--- config.mk ---
export PLATFORM = sky130hd
export DESIGN_NAME = wpg_result_q_flat
export DESIGN_NICKNAME = d
export VERILOG_FILES = /design/src/design/wpg_pkg.sv /design/src/design/wpg_out_if.sv /design/src/design/wpg_result_q.sv /design/src/flat_wrapper.sv
export SDC_FILE = /design/constraint.sdc
export NUM_CORES = 1
export LEC_CHECK = 0
export ABC_AREA = 1
export BUFFER_PORTS_ARGS = -buffer_cell sky130_fd_sc_hd__buf_2
export CAP_MARGIN = 30
export CELL_PAD_IN_SITES_DETAIL_PLACEMENT = 1
export CELL_PAD_IN_SITES_GLOBAL_PLACEMENT = 1
export CORE_UTILIZATION = 29
export DETAILED_ROUTE_END_ITERATION = 6
export PLACE_DENSITY = 0.75
export SETUP_SLACK_MARGIN = 0.2
export SYNTH_ARGS = -nofsm -noshare
export SYNTH_HDL_FRONTEND = slang
export SYNTH_SLANG_ARGS = --single-unit
--- constraint.sdc ---
create_clock -name clk -period 1.95 [get_ports clk]
set_input_delay 0.195 -clock clk [delete_from_list [all_inputs] [get_ports clk]]
set_output_delay 0.195 -clock clk [all_outputs]
set_load 0.05 [all_outputs]
--- src/design/wpg_pkg.sv ---
// Package for the wrapped phase gradient unit.
// Holds field types, register indexes, size limits and the scan flag struct.
// No dependencies.
package wpg_pkg;

  localparam int MAX_WIDTH_DEF  = 4096;
  localparam int PHASE_BITS_DEF = 16;
  localparam int MAX_HEIGHT     = 4096;
  localparam int MIN_SIZE       = 3;
  localparam int ROW_W          = 12;
  localparam int SIZE_W         = 13;
  localparam int CFG_DATA_W     = 13;
  localparam int CFG_IDX_W      = 2;
  localparam int HALF_PI_Q12    = 6434;
  localparam int WIDE_W         = 33;

  localparam logic              DIR_RESET  = 1'b0;
  localparam logic [SIZE_W-1:0] SIZE_RESET = 13'd1024;

  typedef logic signed [14:0] phase_in_t;
  typedef logic signed [15:0] grad_t;
  typedef logic [CFG_DATA_W-1:0] cfg_data_t;

  typedef enum logic [CFG_IDX_W-1:0] {
    REG_FRINGE_DIR   = 2'd0,
    REG_IMAGE_WIDTH  = 2'd1,
    REG_IMAGE_HEIGHT = 2'd2
  } cfg_idx_e;

  typedef struct packed {
    logic row_mode;
    logic has_first;
    logic has_diff;
    logic has_second;
    logic last_second;
  } scan_flags_t;

endpackage

--- src/design/wpg_out_if.sv ---
// Result channel of the wrapped phase gradient unit: one gradient per beat.
// Depends on wpg_pkg.
interface wpg_out_if import wpg_pkg::*; ();
  logic  valid;
  logic  ready;
  grad_t gradient_value;
  logic  frame_last;

  modport source(output valid, output gradient_value, output frame_last, input ready);
  modport sink(input valid, input gradient_value, input frame_last, output ready);
endinterface

--- src/design/wpg_result_q.sv ---
// Result register with one extra slot for the trailing border result of a pixel.
// Drives the result channel. Depends on wpg_pkg and wpg_out_if.
module wpg_result_q import wpg_pkg::*; (
  input  logic        clk,
  input  logic        rst_n,
  input  logic        load,
  input  scan_flags_t flags,
  input  grad_t       grad,
  output logic        free,
  wpg_out_if.source   out_chan
);

  logic [1:0] cnt_r;
  grad_t      grad_r;
  logic       last_r;
  logic       tail_last_r;
  logic       out_beat;

  assign out_chan.valid          = cnt_r != 2'd0;
  assign out_chan.gradient_value = grad_r;
  assign out_chan.frame_last     = last_r;
  assign out_beat                = out_chan.valid && out_chan.ready;
  assign free                    = (cnt_r == 2'd0) || (cnt_r == 2'd1 && out_chan.ready);

  always_ff @(posedge clk) begin
    if (!rst_n) begin
      cnt_r <= 2'd0;
    end else if (load) begin
      cnt_r <= {1'b0, flags.has_first} + {1'b0, flags.has_second};
    end else if (out_beat) begin
      cnt_r <= cnt_r - 2'd1;
    end
  end

  always_ff @(posedge clk) begin
    if (load) begin
      grad_r      <= flags.has_first ? grad : '0;
      last_r      <= flags.has_first ? 1'b0 : flags.last_second;
      tail_last_r <= flags.last_second;
    end else if (out_beat && cnt_r == 2'd2) begin
      grad_r <= '0;
      last_r <= tail_last_r;
    end
  end

  a_load_when_free: assert property (@(posedge clk) disable iff (!rst_n)
    load |-> free)
    else $error("result register overwritten");

  a_tail_zero: assert property (@(posedge clk) disable iff (!rst_n)
    cnt_r == 2'd2 && out_beat |=> cnt_r == 2'd1 && grad_r == '0)
    else $error("trailing border result not zero");

endmodule

--- src/flat_wrapper.sv ---
// flat-port wrapper written by rule: the top's interface ports become plain ports
module wpg_result_q_flat import wpg_pkg::*;
  (clk, rst_n, load, flags, grad, free, out_chan_valid, out_chan_gradient_value, out_chan_frame_last, out_chan_ready);
  wpg_out_if out_chan_i ();
  input  logic clk;
  input  logic rst_n;
  input  logic load;
  input  scan_flags_t flags;
  input  grad_t grad;
  output logic free;
  output wire logic [$bits(out_chan_i.valid)-1:0] out_chan_valid;
  output wire logic [$bits(out_chan_i.gradient_value)-1:0] out_chan_gradient_value;
  output wire logic [$bits(out_chan_i.frame_last)-1:0] out_chan_frame_last;
  input wire logic [$bits(out_chan_i.ready)-1:0] out_chan_ready;
  assign out_chan_valid = out_chan_i.valid;
  assign out_chan_gradient_value = out_chan_i.gradient_value;
  assign out_chan_frame_last = out_chan_i.frame_last;
  assign out_chan_i.ready = out_chan_ready;
  wpg_result_q u_core (.clk(clk), .rst_n(rst_n), .load(load), .flags(flags), .grad(grad), .free(free), .out_chan(out_chan_i));
endmodule
==> results.toml, run 1 <==
[power]
p_leak_nw = 0.616
powerDensity_nw_per_um2 = 846
max-vdd-ir-drop_mv = 0.318

[worst_setup_path]
endpoint_kind = "flop"
crit_required_ns = 1.96
rr_worst_depth = 8
timing.rr.end = "u_core.out_chan.gradient_value[10]"
critPathMaxFanout = 13
arrival_ns = 1.64
crit_type = "reg -> reg"
endpoint = "u_core.out_chan.gradient_value[10]"
ff2ff_setup_slack_ns = 0.32
worstSetupStartpoint = "u_core.cnt_r[0]"
r2r-start = "u_core.cnt_r[0]"
cp-start-kind = "flop"

[detailed_routing]
remaining_drc_errors = 8
drt-initial-drc-count = 19
ant_nets = 0
firstDrtPassIters = 6
via_count = 681
wl_per_cell_um = 10.6
viasPerCell = 4.18
drt-total-wl_mm = 1.73

[min_path]
min_from = "flags[0]"
min_path_cells = 1
hold_class = "in -> reg"

[cells_and_area]
insertedDiodeCount = 0
regArea_sq_um = 581
layout-drive-gt1-share_pct = 38.6
fin_area_sq_um = 1180
multi_input_area_sq_um = 218
syn_to_final_growth_pct = 33.7
n_fill_cell = 356
final_nets = 162

[synth]
synth_area_leaders = "edfxtp_1 (61%), inv_1 (8.9%), nor2_1 (8.9%)"
synth_seq_cells = 20
async_flop_share_pct = 0
synth_top_area_share_pct = 61.1
synth_nets = 115
ys_warn_count = 0
postSynthAreaPerCell_sq_um = 10.3
ys.flop_type = "edfxtp_1"
synthesis.area_sq_um = 885
yosys.cell_types.count = 12
synth-seq-area-share_pct = 65.6
synth-edff-count = 18
synthCells = 86
synth_top_area_cell = "edfxtp_1"
synthTopCellsByCount = "inv_1 (21), nor2_1 (21), edfxtp_1 (18), nand2_1 (13), ha_1 (4)"

[sta]
worst_pin_slew_ns = 0.258
fin_skew_ns = 0.00439
setup_viol = 0
hold_violations = 0
setup_tns_ns = 0
slew_headroom_pct = 82.9
rsz0062_at_grt = "false"
clock.fmax_ghz = 0.614
fin_crit_sh_pct = 83.6
drv_slew = 0
min_period_ns = 1.63

[place]
place_congestion = 0.712
postPlaceCellArea_sq_um = 1130
io_buffers = 41
dp_hpwl_mm = 1.42

[outcome]
failed_checks = "design-rule violations"
status = "finished, violations left"

[clock_tree]
cts_resized = 0
htree_levels = 1
clkLatencyLatePin_ns = 0.29
cts_buffer_depth = 2
tritoncts = "built"
root_buffer = "clkbuf_4"
cts_buffers = 3
clkSinkCount = 20
clkTransAtPathRegs_ns = 0.11

[global_routing]
grt_max_degree = 17
grt_pass1_vias = 716
antenna_found_initial = 0
grt_pass1_wl_mm = 2.84
track_usage_pct = 11.7
grt-ovfl-total = 0

[flow_run]
maxCapViolCount = 0

[floorplanning]
start_util_pct = 31.3
fp-row-count = 19
dieArea_sq_um = 3280
die_w_um = 57.2
die_y_um = 57.2
ioPinCount = 44
core_area_sq_um = 2830
cells by family after synthesis:
kind of cell | synth area share, %
AO/OA/AOI/OAI | 1.13
adder cells (fa/ha/maj) | 5.66
buffers and inverters | 10.6
flip-flops | 65.6
AND/OR/NAND/NOR | 17.0
critical path, cell delays in order (launching register included):
cell and delay, ns:
dfxtp_1 0.41, inv_1 0.08, ha_1 0.23, clkinvlp_4 0.08
nand2_1 0.07, nand2_1 0.11, inv_1 0.09, nor2_4 0.14
buf_12 0.15
state kept, by name, summed over array words and instances (netlist names):
name                            cells
u_core.tail_last_r                  1
u_core.out_chan.gradient_value     16
u_core.cnt_r                        2
u_core.out_chan.frame_last          1
how the worst min path moves through the flow:
stage,slack [ns],endpoint
after global routing,0.07,u_core.tail_last_r
after floorplan,0.29,u_core.tail_last_r
after global placement,0.39,u_core.tail_last_r
after detailed placement,0.39,u_core.tail_last_r
final,0.09,u_core.tail_last_r
after CTS,0.07,u_core.tail_last_r
area by class of cell:
cell class                      count  share of cell area [%]
Clock buffer                        3                    1.90
Multi-Input combinational cell     43                    18.4
Timing Repair Buffer               43                    19.7
Clock inverter                      1                   0.317
Inverter                           22                    7.30
Tap cell                           31                    3.28
Sequential cell                    20                    49.1
cell usage in the layout (no fill, tap or decap):
master | synthesis | routed
buf_12 | 0 | 1
ha_1 | 4 | 4
nand2_4 | 1 | 1
o21ai_0 | 2 | 2
inv_2 | 1 | 1
dfxtp_1 | 2 | 2
nand2_1 | 13 | 13
inv_1 | 21 | 20
nand3_1 | 1 | 1
buf_2 | 0 | 41
nor2_1 | 21 | 20
buf_4 | 0 | 1
nor2_2 | 1 | 1
clkinv_1 | 0 | 1
nor2_4 | 0 | 1
edfxtp_1 | 18 | 18
clkinvlp_4 | 0 | 1
clkbuf_4 | 0 | 3
report_power, final:
group / total (mW) / internal [mW] / switching (mW) / leakage (nW)
clock network: 0.191 / 0.0743 / 0.117 / 0.0154
registers: 0.522 / 0.510 / 0.0113 / 0.193
logic: 0.288 / 0.0762 / 0.211 / 0.407
metal layers:
layer | track usage (%) | share of wire [%] | wire length [um] | up-vias
met1 | 10.8 | 36 | 621 | 305
li1 | - | - | - | 351
met4 | 6.27 | 0.98 | 17 | 0
met3 | 2.72 | 7.2 | 124 | 2
met2 | 23.2 | 56 | 965 | 23
met5 | 0 | 0 | 0 | -
through the flow:
step | std cells | util (%) | power, mW | setup slack (ns) | hold slack, ns
global placement | 157 | 39.9 | 0.801 | 0.242 | 0.389
finish | 163 | 41.8 | 1.00 | 0.320 | 0.0881
detailed placement | 157 | 39.9 | 0.811 | 0.148 | 0.390
global route | 163 | 41.8 | 1.05 | 0.222 | 0.0731
CTS | 163 | 41.8 | 1.02 | 0.327 | 0.0705
floorplan | 86 | - | 0.734 | 0.205 | 0.294
repair_timing:
action	CTS	global route
hold buffers	0	0
buffers inserted	2	0
hold endpoints to repair	0	0
endpoints found under the setup margin	17	0
No activity file was read; power rests on OpenSTA's default activity.
==> inputs of run 2 (changes only) <==
--- a/config.mk
+++ b/config.mk
@@ -5,14 +5,14 @@
 export SDC_FILE = /design/constraint.sdc
 export NUM_CORES = 1
 export LEC_CHECK = 0
-export ABC_AREA = 1
+export ABC_AREA = 0
 export BUFFER_PORTS_ARGS = -buffer_cell sky130_fd_sc_hd__buf_2
 export CAP_MARGIN = 30
 export CELL_PAD_IN_SITES_DETAIL_PLACEMENT = 1
 export CELL_PAD_IN_SITES_GLOBAL_PLACEMENT = 1
 export CORE_UTILIZATION = 29
 export DETAILED_ROUTE_END_ITERATION = 6
-export PLACE_DENSITY = 0.75
+export PLACE_DENSITY = 0.73
 export SETUP_SLACK_MARGIN = 0.2
 export SYNTH_ARGS = -nofsm -noshare
 export SYNTH_HDL_FRONTEND = slang
==> constraint.sdc (replaced) <==
create_clock -name clk -period 1.49 [get_ports clk]
set_input_delay 0.149 -clock clk [delete_from_list [all_inputs] [get_ports clk]]
set_output_delay 0.149 -clock clk [all_outputs]
set_load 0.05 [all_outputs]
==> run 2 against run 1 <==
The run now ends clean; final area grew 4.8%; setup slack lost 0.17 ns; cell count shrank 15%; total power grew 39%; die area shrank 4.6%; area after synthesis shrank 4.8%; synthesized cell count shrank 30%; sequential cell count is the same; largest cell class unchanged.
==> results.toml, run 2 <==
[sta]
fin_crit_sh_pct = 90.0
setup_tns_ns = 0
timing.hold.ws_ns = 0.0608
rsz0062_at_grt = "true"
hold_violations = 0
fin_skew_ns = 0.00480
setup_viol = 0
slew_headroom_pct = 71.1
worst_pin_slew_ns = 0.433
clock.fmax_ghz = 0.746
drv_slew = 0
min_period_ns = 1.34

[synth]
yosys.cell_types.count = 16
synthesis.area_sq_um = 842
synthCells = 60
synth_top_area_share_pct = 64.2
synth_nets = 89
synth-seq-area-share_pct = 68.9
synth_area_leaders = "edfxtp_1 (64%), and3_1 (12%), ha_1 (5.9%)"
async_flop_share_pct = 0
ys_warn_count = 0
synth-edff-count = 18
postSynthAreaPerCell_sq_um = 14.0
synth_seq_cells = 20
synth_most_common_cell = "edfxtp_1"
synth_top_area_cell = "edfxtp_1"
synthTopCellsByCount = "edfxtp_1 (18), and3_1 (16), nand2_1 (6), ha_1 (4), inv_1 (4)"
ys.flop_type = "edfxtp_1"

[global_routing]
grt_pass1_vias = 727
grt-ovfl-total = 0
antenna_found_initial = 0
grt_max_degree = 21
top_usage_layer = "met2"
track_usage_pct = 14.5
grtUsageMet1_pct = 16.8
gr-usage-met2_pct = 26.7
grt_pass1_wl_mm = 3.41
use_met3_pct = 3.02

[power]
p_leak_nw = 0.613
powerDensity_nw_per_um2 = 1130
max-vdd-ir-drop_mv = 0.641

[floorplanning]
start_util_pct = 30.5
ioPinCount = 44
dieArea_sq_um = 3120
fp-row-count = 19
die_y_um = 55.9
core_area_sq_um = 2760
die_w_um = 55.9

[clock_tree]
cts_buffer_depth = 2
clkSinkCount = 20
root_buffer = "clkbuf_4"
postCtsHoldBufs = 0
tritoncts = "built"
clkTransAtPathRegs_ns = 0.11
clkLatencyLatePin_ns = 0.29
cts_buffers = 3
htree_levels = 1

[cells_and_area]
final_cell_mix = "buf_2 (39), edfxtp_1 (18), and3_1 (16)"
final_nets = 138
utilization_pct = 44.9
n_fill_cell = 306
regArea_sq_um = 583
largest_register_ffs = 16
final_common_cell = "buf_2"
multi_input_area_sq_um = 305
insertedDiodeCount = 0
layout-drive-gt1-share_pct = 56.5
syn_to_final_growth_pct = 47.1

[worst_setup_path]
cp-start-kind = "flop"
endpoint_kind = "primary output"
crit_required_ns = 1.34
arrival_ns = 1.19
crit_type = "reg -> out"
r2r-start = "u_core.cnt_r[0]"
worstSetupStartpoint = "u_core.cnt_r[0]"
critPathMaxFanout = 3

[flow_run]
maxCapViolCount = 0

[detailed_routing]
firstDrtPassIters = 4
drt-initial-drc-count = 10
viasPerCell = 4.77
wl_per_cell_um = 14.7
drt-total-wl_mm = 2.05
remaining_drc_errors = 0
ant_nets = 0
via_count = 663

[place]
place_congestion = 0.647
io_buffers = 41
dp_hpwl_mm = 1.45

[min_path]
hold_class = "in -> reg"
min_from = "flags[0]"

[outcome]
status = "completed"
==> run 2: cell count changes after synthesis, sizes merged, moves of 8 or more <==
cell   change
inv       -18
nor2      -22
and3      +16
nand2      -8
==> run 2: critical path, cell delays in order, from the launching register on <==
cell	delay, ns
dfxtp_2	0.35
inv_2	0.08
ha_4	0.16
clkinvlp_4	0.10
nand2_4	0.07
buf_8	0.14
==> run 2: final timing paths <==
path                            depth (start not counted)                                 to  slack, ns
worst max-delay path                                    5                               free       0.15
worst min-delay path                                    1                 u_core.tail_last_r       0.06
worst max register to register                          5  u_core.out_chan.gradient_value[9]       0.22
worst min register to register                          1         u_core.out_chan.frame_last       0.57
==> run 2: cells by family after synthesis <==
family	Yosys count	share of synthesized area [%]
AOI/OAI and AO/OA	5	4.01
xor gates and xnor gates	1	1.04
adders and majority gates	4	5.94
buffers and inverters	6	2.97
and+or+nand+nor	24	17.1
DFF	20	68.9
==> run 2: area by class of cell <==
class,instances,share of cell area [%]
multi-input cells,36,24.6
inverters,4,1.52
repair buffers,44,19.4
well taps,31,3.13
flip-flops and latches,20,47.1
clock inverters,1,2.42
clock buffers,3,1.82
==> run 2: metrics by stage <==
| step | cell area, sq um | cells | power (mW) | setup slack [ns] |
|---|---|---|---|---|
| 2_1_floorplan | 873 | 60 | 0.862 | 0.210 |
| 3_3_place_gp | 1110 | 130 | 0.933 | 0.136 |
| 3_5_place_dp | 1110 | 130 | 0.943 | 0.102 |
| 4_1_cts | 1220 | 139 | 1.41 | 0.142 |
| 5_1_grt | 1240 | 139 | 1.46 | 0.0949 |
| 6_report | 1240 | 139 | 1.39 | 0.149 |
==> run 2: metal layers <==
metal / vias up / routed length [um] / share of wire (%)
met5: - / 0 / 0
met4: 0 / 0 / 0
met3: 0 / 143 / 7.0
met2: 31 / 1050 / 51
met1: 313 / 858 / 42
li1: 319 / - / -
==> run 2: report_power, final <==
group | leakage [nW] | switching (mW) | total [mW] | internal (mW)
clock network | 0.0279 | 0.159 | 0.431 | 0.272
registers | 0.206 | 0.0116 | 0.659 | 0.647
logic | 0.378 | 0.204 | 0.306 | 0.102
total | 0.613 | 0.374 | 1.39 | 1.02
==> run 2: what timing repair did <==
item / in CTS / in global routing
setup buffers: 3 / 0
pin swaps: 2 / 0
gates cloned: 2 / 0
resized for setup: 10 / 3
setup endpoints to repair: 19 / 19
==> inputs of run 3 (changes only) <==
--- a/config.mk
+++ b/config.mk
@@ -8,11 +8,9 @@
 export ABC_AREA = 0
 export BUFFER_PORTS_ARGS = -buffer_cell sky130_fd_sc_hd__buf_2
 export CAP_MARGIN = 30
-export CELL_PAD_IN_SITES_DETAIL_PLACEMENT = 1
-export CELL_PAD_IN_SITES_GLOBAL_PLACEMENT = 1
-export CORE_UTILIZATION = 29
+export CORE_UTILIZATION = 39
 export DETAILED_ROUTE_END_ITERATION = 6
-export PLACE_DENSITY = 0.73
+export PLACE_DENSITY = 0.74
 export SETUP_SLACK_MARGIN = 0.2
 export SYNTH_ARGS = -nofsm -noshare
 export SYNTH_HDL_FRONTEND = slang
==> run 3 against run 2 <==
Clock power decreased by 28%; non-clock buffer count increased by 1; critical path depth unchanged; final area decreased by 1.3%; utilization increased by 16 points.
==> results.toml, run 3 (synthesis gave the netlist of run 2 again) <==
[outcome]
status = "completed"

[global_routing]
antenna_found_initial = 0
grt-ovfl-total = 0
grt_max_degree = 21
track_usage_pct = 17.0
grt_pass1_wl_mm = 3.01
grt_pass1_vias = 701

[power]
powerDensity_nw_per_um2 = 1040
max-vdd-ir-drop_mv = 0.543
p_leak_nw = 0.610

[min_path]
hold_class = "in -> reg"

[sta]
drv_slew = 0
fin_crit_sh_pct = 89.7
min_period_ns = 1.34
fin_skew_ns = 0.000433
clock.fmax_ghz = 0.748
setup_tns_ns = 0
hold_violations = 0
setup_viol = 0
worst_pin_slew_ns = 0.448
rsz0062_at_grt = "true"
slew_headroom_pct = 70.1

[place]
place_congestion = 0.727
dp_hpwl_mm = 1.17
io_buffers = 41

[floorplanning]
start_util_pct = 42.1
dieArea_sq_um = 2350
core_area_sq_um = 2000
die_w_um = 48.5
ioPinCount = 44
die_y_um = 48.5
fp-row-count = 16

[detailed_routing]
ant_nets = 0
remaining_drc_errors = 0
drt-initial-drc-count = 9
firstDrtPassIters = 4
top_layer = "met4"
wl_met1_um = 757
wl_met3_um = 140
drt-total-wl_mm = 1.76
viasPerCell = 4.92
routed-wl-met2_um = 837
wl_per_cell_um = 12.9
via_count = 669

[worst_setup_path]
ff2ff_setup_slack_ns = 0.22
cpPeakStageDelay_ns = 0.36
crit_required_ns = 1.34
cp-start-kind = "flop"
slowest_stage = "dfxtp_2"
endpoint_kind = "primary output"
crit_chain = "inv_2, ha_4, clkinvlp_4, nand2_4, buf_8"
critPathMaxFanout = 3
crit_type = "reg -> out"
arrival_ns = 1.19

[cells_and_area]
largest_register_ffs = 16
insertedDiodeCount = 0
regArea_sq_um = 583
syn_to_final_growth_pct = 45.2
final_cell_mix = "buf_2 (39), edfxtp_1 (18), and3_1 (16)"
final_nets = 139
n_fill_cell = 192
multi_input_area_sq_um = 303
final_common_cell = "buf_2"
layout-drive-gt1-share_pct = 56.0
utilization_pct = 61.1

[clock_tree]
clkLatencyLatePin_ns = 0.29
htree_levels = 1
root_buffer = "clkbuf_4"
cts_buffer_depth = 2
cts_buffers = 3
clkSinkCount = 20
clkTransAtPathRegs_ns = 0.11
tritoncts = "built"

[flow_run]
maxCapViolCount = 0
==> run 3: changes by cell type in the layout (fill, tap and decap cells not counted), sizes merged <==
cell,change
buf,+1
clkbuf,+1
bufinv,-1
==> run 3: stage by stage <==
step | instance area, sq um | worst slack (ns) | hold WS [ns] | std cells | power, mW
floorplan | 873 | 0.210 | 0.248 | 60 | 0.862
global placement | 1100 | 0.151 | 0.351 | 126 | 0.929
detailed placement | 1100 | 0.0914 | 0.350 | 126 | 0.939
CTS | 1200 | 0.146 | 0.0332 | 135 | 1.28
global route | 1220 | 0.0877 | 0.0191 | 136 | 1.33
finish | 1220 | 0.153 | 0.0460 | 136 | 1.27
==> run 3: critical path: cells and delay by family (launching register included) <==
family,cells,cell delay (ns)
flops,1,0.36
fa+ha+maj,1,0.16
buf+inv,3,0.32
simple gates,1,0.07
==> run 3: final timing paths <==
check	startpoint	end	cells after the start
min reg2reg	u_core.tail_last_r	u_core.out_chan.frame_last	1
max	u_core.cnt_r[0]	free	5
min	flags[0]	u_core.tail_last_r	1
max reg2reg	u_core.cnt_r[0]	u_core.out_chan.gradient_value[1]	5
==> run 3: final cells by class <==
| class | count | share of cell area, % |
|---|---|---|
| clock buffer | 4 | 2.97 |
| timing repair buffer | 45 | 20.3 |
| multi-input combinational | 36 | 24.8 |
| inverter | 4 | 1.54 |
| sequential | 20 | 47.7 |
| tap | 27 | 2.76 |
==> run 3: routing by layer <==
layer,GRT usage (%),vias up
li1,-,321
met3,4.72,2
met5,0,-
met4,8.82,0
met2,28.9,32
met1,19.7,314
==> run 3: power by group <==
group / leakage (nW) / internal, mW / total (mW) / switching (mW)
Clock: 0.0210 / 0.149 / 0.309 / 0.161
Sequential: 0.206 / 0.647 / 0.657 / 0.0106
Combinational: 0.383 / 0.104 / 0.305 / 0.200
==> run 3: what timing repair did <==
| action | 4_1_cts | 5_1_grt |
|---|---|---|
| gates cloned | 2 | 0 |
| pin swaps | 2 | 1 |
| resized for setup | 10 | 2 |
| setup buffers | 3 | 1 |
| hold buffers | 0 | 0 |
| endpoints found under the setup margin | 19 | 19 |
